==> config.mk <==
export PLATFORM = sky130hd
export DESIGN_NAME = first_fit_block_allocator
export DESIGN_NICKNAME = d
export VERILOG_FILES = /design/src/hdl/ffba_pkg.sv /design/src/hdl/ffba_ram.sv /design/src/hdl/ffba_dp.sv /design/src/hdl/ffba_ctrl.sv /design/src/hdl/first_fit_block_allocator.sv
export SDC_FILE = /design/constraint.sdc
export NUM_CORES = 2
export LEC_CHECK = 0
export BUFFER_PORTS_ARGS = -buffer_cell sky130_fd_sc_hd__buf_2
export CELL_PAD_IN_SITES_DETAIL_PLACEMENT = 1
export CELL_PAD_IN_SITES_GLOBAL_PLACEMENT = 1
export CORE_MARGIN = 2
export CORE_UTILIZATION = 45
export DETAILED_ROUTE_END_ITERATION = 7
export PLACE_DENSITY_LB_ADDON = 0.1
export SLEW_MARGIN = 20
export SYNTH_ARGS = -nofsm -noshare
export SYNTH_HDL_FRONTEND = slang
export SYNTH_SLANG_ARGS = --single-unit
==> constraint.sdc <==
create_clock -name clk -period 9.45 [get_ports clk]
set_clock_uncertainty 0.05 [all_clocks]
set_input_delay 0.4725 -clock clk [delete_from_list [all_inputs] [get_ports clk]]
set_output_delay 0.4725 -clock clk [all_outputs]
set_load 0.01 [all_outputs]
==> src/hdl/ffba_pkg.sv <==
// Shared types, constants and codes for the first-fit block allocator.
`default_nettype none
package ffba_pkg;

	localparam int MAX_BLOCKS   = 64;
	localparam int HEADER_BYTES = 16;
	localparam int HEAP_BYTES   = 65536;
	localparam int ADDR_SPACE   = 65536;
	localparam int LIMIT_CAP    = (HEAP_BYTES < ADDR_SPACE) ? HEAP_BYTES : ADDR_SPACE;
	localparam int IDX_W        = $clog2(MAX_BLOCKS);
	localparam int CNT_W        = $clog2(MAX_BLOCKS + 1);

	localparam logic ACT_ALLOC = 1'b0;
	localparam logic ACT_FREE  = 1'b1;

	localparam logic [1:0] ST_OK      = 2'd0;
	localparam logic [1:0] ST_NULL    = 2'd1;
	localparam logic [1:0] ST_NOSPACE = 2'd2;
	localparam logic [1:0] ST_INVALID = 2'd3;

	typedef struct packed {
		logic        action;
		logic [15:0] request_size;
		logic [15:0] payload_address;
	} in_t;

	typedef struct packed {
		logic [15:0] result_address;
		logic [1:0]  status;
	} out_t;

	typedef struct packed {
		logic [15:0] start;
		logic [15:0] len;
		logic        free;
	} ent_t;

	// controller to datapath
	typedef struct packed {
		logic       load;
		logic       clr_idx;
		logic       rd;
		logic       step;
		logic       hit_wr;
		logic       init_j;
		logic       sh_rd;
		logic       sh_wr;
		logic       split_wr;
		logic       append;
		logic       set_res;
		logic [1:0] res_code;
		logic       out_load;
	} cmd_t;

	// datapath to controller
	typedef struct packed {
		logic is_free_op;
		logic zero;
		logic scan_end;
		logic hit;
		logic split_ok;
		logic no_shift;
		logic sh_last;
		logic append_ok;
		logic out_free;
	} sts_t;

endpackage
`default_nettype wire

==> src/hdl/ffba_ram.sv <==
// Generic simple dual-port RAM with registered read.
`default_nettype none
module ffba_ram #(
	parameter int WIDTH = 8,
	parameter int DEPTH = 16
) (
	input  wire logic                     clk,
	input  wire logic                     we,
	input  wire logic [$clog2(DEPTH)-1:0] waddr,
	input  wire logic [WIDTH-1:0]         wdata,
	input  wire logic                     re,
	input  wire logic [$clog2(DEPTH)-1:0] raddr,
	output logic      [WIDTH-1:0]         rdata
);
	logic [WIDTH-1:0] mem_q [DEPTH];

	always_ff @(posedge clk) begin
		if (we) begin
			mem_q[waddr] <= wdata;
		end
		if (re) begin
			rdata <= mem_q[raddr];
		end
	end
endmodule
`default_nettype wire

==> src/hdl/ffba_dp.sv <==
// Datapath: block table, counters, heap top, limit register and result word.
`default_nettype none
module ffba_dp (
	input  wire logic          clk,
	input  wire logic          arst_n,
	input  wire ffba_pkg::cmd_t cmd,
	output ffba_pkg::sts_t     sts,
	input  wire ffba_pkg::in_t in_word,
	input  wire logic          cfg_we,
	input  wire logic [16:0]   cfg_data,
	output logic               out_valid,
	input  wire logic          out_stall,
	output ffba_pkg::out_t     out_word
);
	import ffba_pkg::*;

	logic             act_q;
	logic [15:0]      size_q;
	logic [15:0]      addr_q;
	logic [CNT_W-1:0] idx_q;
	logic [CNT_W-1:0] j_q;
	logic [CNT_W-1:0] count_q;
	logic [16:0]      top_q;
	logic [16:0]      limit_q;
	logic [15:0]      hit_start_q;
	logic [15:0]      hit_len_q;
	logic [15:0]      res_addr_q;
	logic [1:0]       res_code_q;
	logic             out_valid_q;
	out_t             out_q;

	ent_t             rdata;
	ent_t             wdata;
	logic             we;
	logic [IDX_W-1:0] waddr;
	logic             re;
	logic [IDX_W-1:0] raddr;
	logic [CNT_W-1:0] jm1;
	logic [CNT_W-1:0] idx_p1;
	logic [16:0]      start_p;
	logic [16:0]      need;
	logic [17:0]      end_t;
	logic [16:0]      usable;
	logic [16:0]      top_p;
	logic             room;

	ffba_ram #(.WIDTH($bits(ent_t)), .DEPTH(MAX_BLOCKS)) u_ram (
		.clk   (clk),
		.we    (we),
		.waddr (waddr),
		.wdata (wdata),
		.re    (re),
		.raddr (raddr),
		.rdata (rdata)
	);

	assign jm1     = j_q - CNT_W'(1);
	assign idx_p1  = idx_q + CNT_W'(1);
	assign start_p = {1'b0, rdata.start} + 17'(HEADER_BYTES);
	assign need    = {1'b0, size_q} + 17'(HEADER_BYTES);
	assign end_t   = {1'b0, top_q} + {1'b0, need};
	assign top_p   = top_q + 17'(HEADER_BYTES);
	assign usable  = (limit_q > 17'(LIMIT_CAP)) ? 17'(LIMIT_CAP) : limit_q;
	assign room    = count_q < CNT_W'(MAX_BLOCKS);

	assign re    = cmd.rd | cmd.sh_rd;
	assign raddr = cmd.sh_rd ? jm1[IDX_W-1:0] : idx_q[IDX_W-1:0];

	always_comb begin
		we    = 1'b0;
		waddr = idx_q[IDX_W-1:0];
		wdata = rdata;
		if (cmd.hit_wr) begin
			we         = 1'b1;
			wdata.free = (act_q == ACT_FREE);
			if (act_q == ACT_ALLOC && sts.split_ok) begin
				wdata.len = size_q;
			end
		end else if (cmd.sh_wr) begin
			we    = 1'b1;
			waddr = j_q[IDX_W-1:0];
		end else if (cmd.split_wr) begin
			we          = 1'b1;
			waddr       = idx_p1[IDX_W-1:0];
			wdata.start = hit_start_q + 16'(HEADER_BYTES) + size_q;
			wdata.len   = hit_len_q - size_q - 16'(HEADER_BYTES);
			wdata.free  = 1'b1;
		end else if (cmd.append) begin
			we          = 1'b1;
			waddr       = count_q[IDX_W-1:0];
			wdata.start = top_q[15:0];
			wdata.len   = size_q;
			wdata.free  = 1'b0;
		end
	end

	always_comb begin
		sts.is_free_op = (act_q == ACT_FREE);
		sts.zero       = (act_q == ACT_FREE) ? (addr_q == 16'd0) : (size_q == 16'd0);
		sts.scan_end   = (idx_q == count_q);
		sts.hit        = (act_q == ACT_FREE) ? (start_p == {1'b0, addr_q})
		                                     : (rdata.free && rdata.len >= size_q);
		sts.split_ok   = ({1'b0, rdata.len} > need) && room;
		sts.no_shift   = (count_q == idx_p1);
		sts.sh_last    = (jm1 == idx_p1);
		sts.append_ok  = room && (end_t <= {1'b0, usable});
		sts.out_free   = !out_valid_q || !out_stall;
	end

	always_ff @(posedge clk) begin
		if (cmd.load) begin
			act_q  <= in_word.action;
			size_q <= in_word.request_size;
			addr_q <= in_word.payload_address;
		end
		if (cmd.hit_wr) begin
			hit_start_q <= rdata.start;
			hit_len_q   <= rdata.len;
		end
		if (cmd.init_j) begin
			j_q <= count_q;
		end else if (cmd.sh_wr) begin
			j_q <= jm1;
		end
		if (cmd.set_res) begin
			res_code_q <= cmd.res_code;
			if (cmd.hit_wr && act_q == ACT_ALLOC) begin
				res_addr_q <= start_p[15:0];
			end else if (cmd.append) begin
				res_addr_q <= top_p[15:0];
			end else begin
				res_addr_q <= 16'd0;
			end
		end
		if (cmd.out_load) begin
			out_q.result_address <= res_addr_q;
			out_q.status         <= res_code_q;
		end
	end

	always_ff @(posedge clk or negedge arst_n) begin
		if (!arst_n) begin
			idx_q       <= '0;
			count_q     <= '0;
			top_q       <= '0;
			limit_q     <= 17'(ADDR_SPACE);
			out_valid_q <= 1'b0;
		end else begin
			if (cfg_we) begin
				limit_q <= cfg_data;
			end
			if (cmd.clr_idx) begin
				idx_q <= '0;
			end else if (cmd.step) begin
				idx_q <= idx_p1;
			end
			if (cmd.split_wr || cmd.append) begin
				count_q <= count_q + CNT_W'(1);
			end
			if (cmd.append) begin
				top_q <= end_t[16:0];
			end
			if (cmd.out_load) begin
				out_valid_q <= 1'b1;
			end else if (!out_stall) begin
				out_valid_q <= 1'b0;
			end
		end
	end

	assign out_valid = out_valid_q;
	assign out_word  = out_q;

	a_count_bound: assert property (@(posedge clk) disable iff (!arst_n)
		count_q <= CNT_W'(MAX_BLOCKS))
		else $error("block count beyond table depth");
	a_load_slot: assert property (@(posedge clk) disable iff (!arst_n)
		cmd.out_load |-> sts.out_free)
		else $error("result word overwritten while waiting");
	a_append_count: assert property (@(posedge clk) disable iff (!arst_n)
		cmd.append |=> count_q == $past(count_q) + CNT_W'(1))
		else $error("append did not grow table");
	a_top_bound: assert property (@(posedge clk) disable iff (!arst_n)
		top_q <= 17'(LIMIT_CAP))
		else $error("heap top beyond limit");
endmodule
`default_nettype wire

==> src/hdl/ffba_ctrl.sv <==
// Controller: sequences the scan, the shift for a split and the result hand-off.
`default_nettype none
module ffba_ctrl (
	input  wire logic           clk,
	input  wire logic           arst_n,
	input  wire logic           in_valid,
	output logic                in_stall,
	input  wire ffba_pkg::sts_t sts,
	output ffba_pkg::cmd_t      cmd
);
	import ffba_pkg::*;

	localparam logic [2:0] S_IDLE = 3'd0;
	localparam logic [2:0] S_CHK  = 3'd1;
	localparam logic [2:0] S_RD   = 3'd2;
	localparam logic [2:0] S_CK   = 3'd3;
	localparam logic [2:0] S_SHR  = 3'd4;
	localparam logic [2:0] S_SHW  = 3'd5;
	localparam logic [2:0] S_SPW  = 3'd6;
	localparam logic [2:0] S_FIN  = 3'd7;

	logic [2:0] state_q;
	logic [2:0] state_d;

	assign in_stall = (state_q != S_IDLE);

	always_comb begin
		cmd      = '0;
		state_d  = state_q;
		case (state_q)
			S_IDLE: begin
				if (in_valid) begin
					cmd.load = 1'b1;
					state_d  = S_CHK;
				end
			end
			S_CHK: begin
				if (sts.zero) begin
					cmd.set_res  = 1'b1;
					cmd.res_code = ST_NULL;
					state_d      = S_FIN;
				end else begin
					cmd.clr_idx = 1'b1;
					state_d     = S_RD;
				end
			end
			S_RD: begin
				if (sts.scan_end) begin
					cmd.set_res = 1'b1;
					if (sts.is_free_op) begin
						cmd.res_code = ST_INVALID;
					end else if (sts.append_ok) begin
						cmd.append   = 1'b1;
						cmd.res_code = ST_OK;
					end else begin
						cmd.res_code = ST_NOSPACE;
					end
					state_d = S_FIN;
				end else begin
					cmd.rd  = 1'b1;
					state_d = S_CK;
				end
			end
			S_CK: begin
				if (sts.hit) begin
					cmd.hit_wr   = 1'b1;
					cmd.set_res  = 1'b1;
					cmd.res_code = ST_OK;
					if (!sts.is_free_op && sts.split_ok) begin
						cmd.init_j = 1'b1;
						state_d    = sts.no_shift ? S_SPW : S_SHR;
					end else begin
						state_d = S_FIN;
					end
				end else begin
					cmd.step = 1'b1;
					state_d  = S_RD;
				end
			end
			S_SHR: begin
				cmd.sh_rd = 1'b1;
				state_d   = S_SHW;
			end
			S_SHW: begin
				// move one entry up; stop once the slot after the hit is open
				cmd.sh_wr = 1'b1;
				state_d   = sts.sh_last ? S_SPW : S_SHR;
			end
			S_SPW: begin
				cmd.split_wr = 1'b1;
				state_d      = S_FIN;
			end
			S_FIN: begin
				if (sts.out_free) begin
					cmd.out_load = 1'b1;
					state_d      = S_IDLE;
				end
			end
			default: begin
				state_d = S_IDLE;
			end
		endcase
	end

	always_ff @(posedge clk or negedge arst_n) begin
		if (!arst_n) begin
			state_q <= S_IDLE;
		end else begin
			state_q <= state_d;
		end
	end
endmodule
`default_nettype wire

==> src/hdl/first_fit_block_allocator.sv <==
// Top level of the first-fit block allocator.
//  channel   direction  handshake           word
//  in        in         in_valid/in_stall   in_word   (action, request_size, payload_address)
//  out       out        out_valid/out_stall out_word  (result_address, status)
//  cfg       in         cfg_we              cfg_data  (heap_limit)
// The block table has one read port. A word is taken and checked, the table is scanned
// entry by entry (a read, then a check), on a split the entries after the hit are moved
// up one at a time (a read, then a write), a miss or a split is closed and the result is
// handed over. Reset is asynchronous; no clearing pass is needed. A new word is taken
// once the previous result is in the output register, even while that result is stalled.
`default_nettype none
module first_fit_block_allocator (
	input  wire logic            clk,
	input  wire logic            arst_n,
	input  wire logic            in_valid,
	output logic                 in_stall,
	input  wire ffba_pkg::in_t   in_word,
	output logic                 out_valid,
	input  wire logic            out_stall,
	output ffba_pkg::out_t       out_word,
	input  wire logic            cfg_we,
	input  wire logic [16:0]     cfg_data
);
	import ffba_pkg::*;

	cmd_t cmd;
	sts_t sts;

	ffba_ctrl u_ctrl (
		.clk      (clk),
		.arst_n   (arst_n),
		.in_valid (in_valid),
		.in_stall (in_stall),
		.sts      (sts),
		.cmd      (cmd)
	);

	ffba_dp u_dp (
		.clk       (clk),
		.arst_n    (arst_n),
		.cmd       (cmd),
		.sts       (sts),
		.in_word   (in_word),
		.cfg_we    (cfg_we),
		.cfg_data  (cfg_data),
		.out_valid (out_valid),
		.out_stall (out_stall),
		.out_word  (out_word)
	);
endmodule
`default_nettype wire
==> impl_metrics.env <==
export IMPL_drtAntennaViolNets=0
export IMPL_min_path_type="input pin to register"
export IMPL_async_reset_ff_share_pct=2.26
export IMPL_synth_fp_nets=4848
export IMPL_cts_buffer_depth=3
export IMPL_wire_per_inst_um=32.5
export IMPL_viasPerCell=5.86
export IMPL_drc=0
export IMPL_row_count=168
export IMPL_fp_dieArea_um2=214000
export IMPL_die_h_um=463
export IMPL_fin_cells=7972
export IMPL_status="completed"
export IMPL_reg2reg_depth=19
export IMPL_synth_top_area_cell="edfxtp_1"
export IMPL_drt_iter0_markers=4986
export IMPL_final_setup_viol_count=0
export IMPL_hpwl_mm=163
export IMPL_synthFlopType="edfxtp_1"
export IMPL_fin_crit_sh_pct=75.4
export IMPL_ys_top_cells_by_area="edfxtp_1, mux4_2, mux2i_1"
export IMPL_dp_cells=7459
export IMPL_clockRootBuffer="clkbuf_16"
export IMPL_synth_edf_count=2253
export IMPL_tritoncts="built"
export IMPL_rsz0062_at_grt="false"
export IMPL_synth_top_cell_area_share_pct=71.5
export IMPL_numCtsBuffers=235
export IMPL_path_clk_slew_ps=60
export IMPL_overflow=0
export IMPL_gp_congestion=0.844
export IMPL_tns_ps=0
export IMPL_start_util_pct=45.2
export IMPL_synth_cell_types=77
export IMPL_worstPathMaxFanout=23
export IMPL_hold_violations=0
export IMPL_fmax_mhz=140
export IMPL_drive_above_1_share_pct=24.0
export IMPL_fin_area_um2=108000
export IMPL_netlist_area_um2=94700
export IMPL_yosysWarnings=0
export IMPL_ir_worst_vdd_mv=0.342
export IMPL_num_io_pins=75
export IMPL_arrival_ps=7650
export IMPL_antenna_found_initial=14
export IMPL_cts_setup_buffers=0
export IMPL_yosys_register_bits=2305
export IMPL_hold_ws_ps=62.6
export IMPL_vias=46749
export IMPL_drv_slew=0
export IMPL_synthTopCellsByCount="edfxtp_1, mux4_2, mux2i_1, ha_1, nand2_1"
export IMPL_fin_nets=5156
export IMPL_worstSkewPairLatency_ps=900
export IMPL_grt_pass1_wl_mm=369
export IMPL_worst_setup_path_end_kind="register"
export IMPL_leakage_uw=0.0376
export IMPL_worst_pin_slew_ps=1140
export IMPL_routed_wl_mm=259
export IMPL_fin_crit_ps=7130
export IMPL_grt_max_degree=94
export IMPL_placed_area_um2=99600
export IMPL_drt_pass1_iterations=5
export IMPL_layout_area_overhead_vs_synth_pct=14.5
export IMPL_final_core_util_pct=51.8
export IMPL_yosysSeqAreaShare_pct=72.8
export IMPL_portBuffers=74
export IMPL_grt_pass1_vias=48308
export IMPL_worstPathRequired_ps=9970
export IMPL_yosysMostFrequentCell="edfxtp_1"
export IMPL_h_tree_depth=4
export IMPL_core_um2=209000
export IMPL_grt_usage_pct=24.2
export IMPL_die_x_um=463
export IMPL_synth_area_per_cell_um2=20.3
export IMPL_relSlewSlack_pct=21.5
export IMPL_syn_inst=4661
export IMPL_whs_path_depth=2
export IMPL_worstSetupPathType="register to register"
export IMPL_start_kind="register"
export IMPL_clock_sinks=2305
export IMPL_power_density_nw_per_um2=338
export IMPL_drv_cap=0
==> timing repair <==
action | CTS | global route
hold endpoints to repair | 102 | 0
hold buffers | 66 | 0
gates resized for setup | 0 | 0
==> path summary, 6_finish.rpt <==
path	start	to	slack, ps
setup / recovery	u_dp.size_q[4]	u_dp.u_ram.mem_q[29][17]	2320
hold / removal	cfg_we	u_dp.limit_q[4]	60
setup reg to reg	u_dp.size_q[4]	u_dp.u_ram.mem_q[29][17]	2320
hold reg to reg	u_dp.res_addr_q[12]	u_dp.out_word[14]	370
max in group asynchronous	arst_n	u_dp.top_q[8]	8540
min in group asynchronous	arst_n	u_dp.limit_q[3]	240
==> per-layer routing <==
layer | vias to the layer above | part of all wire (%) | GRT usage [%]
li1 | 19802 | - | -
met2 | 1371 | 46 | 37.1
met5 | - | 0 | 0
met1 | 25288 | 45 | 36.2
met3 | 288 | 6.0 | 4.07
met4 | 0 | 2.6 | 6.32
==> where the power goes <==
group | internal, uW | total, uW | switching [uW] | leakage [uW]
combinational | 4120 | 12800 | 8640 | 0.0129
sequential | 14100 | 14500 | 422 | 0.0209
clock | 5390 | 9380 | 3990 | 0.00378
==> worst max-delay path, cell delays in order (launching register included) <==
cell and delay, ps:
edfxtp_1 500, inv_1 260, ha_1 340, ha_1 250, or2_2 310, o2111ai_1 290, nand2_1 150, a311o_1 410
a31oi_1 220, xnor2_1 180, ha_1 290, a21o_1 200, a2111oi_0 440, a31oi_1 250, nor4b_4 340, buf_4 260
and2_1 210, o311a_1 660, and2_2 840, buf_4 360
==> registers in the layout (all words and copies together) (netlist names) <==
register	cells
u_dp.hit_start_q	16
u_dp.out_word	18
u_ctrl.state_q	3
u_dp.res_code_q	2
u_dp.act_q	1
u_dp.u_ram.mem_q	2112
u_dp.limit_q	17
u_dp.idx_q	7
u_dp.j_q	7
u_dp.hit_len_q	16
u_dp.count_q	7
u_dp.addr_q	16
u_dp.u_ram.rdata	33
u_dp.top_q	17
u_dp.res_addr_q	16
u_dp.out_valid	1
u_dp.size_q	16
==> cell type report <==
cell class,instances,area (um^2)
diodes,6,15.0
clock buffers,293,6190
multi-input cells,2043,24900
clock inverters,136,1600
flip-flops and latches,2305,69000
inverters,91,342
fillers,18467,101000
repair buffers,293,2820
well taps,2805,3510
==> stage by stage <==
step	setup WS (ps)	power, uW
2_1_floorplan	1450	21900
3_3_place_gp	2180	27300
3_5_place_dp	2140	27600
4_1_cts	2150	37000
5_1_grt	1870	38100
6_report	2320	36700
==> logic make-up (layout without fill, tap and decap cells) <==
| group | after synthesis | in the layout | share of synthesized area, % |
|---|---|---|---|
| other | 0 | 6 | 0 |
| and+or+nand+nor | 468 | 468 | 2.49 |
| xor gates and xnor gates | 119 | 119 | 1.16 |
| adders and majority gates | 132 | 132 | 1.77 |
| DFF | 2305 | 2305 | 72.8 |
| AOI/OAI and AO/OA | 255 | 255 | 1.89 |
| muxes | 1069 | 1069 | 18.3 |
| buffers and inverters | 313 | 813 | 1.53 |
==> placed cells by master, fill, tap and decap left out, types with 13 or more instances in the layout <==
cell,synthesis,layout
a31oi_1,14,13
and2_2,0,26
bufinv_16,0,27
nor2_4,0,33
nand3_1,44,41
a211oi_1,20,19
clkinv_2,0,44
xnor2_1,74,74
nor4_1,17,17
xor2_1,41,41
clkbuf_16,0,238
buf_12,0,31
mux2i_1,514,513
and3_1,35,35
clkinv_1,1,40
mux4_2,528,528
clkbuf_1,53,52
a21oi_1,50,46
nor2b_1,16,13
edfxtp_1,2253,2253
nor2_1,86,53
dlygate4sd3_1,0,66
inv_1,90,90
and2_1,44,16
buf_4,33,108
o21ai_0,48,37
dfrtp_1,51,51
nand2_1,126,126
o22ai_1,15,13
ha_1,129,129
nor3_1,29,28
a21o_1,22,22
buf_2,98,74
nand4_1,17,17
mux2_2,26,26
(Power assumes the default switching activity.)
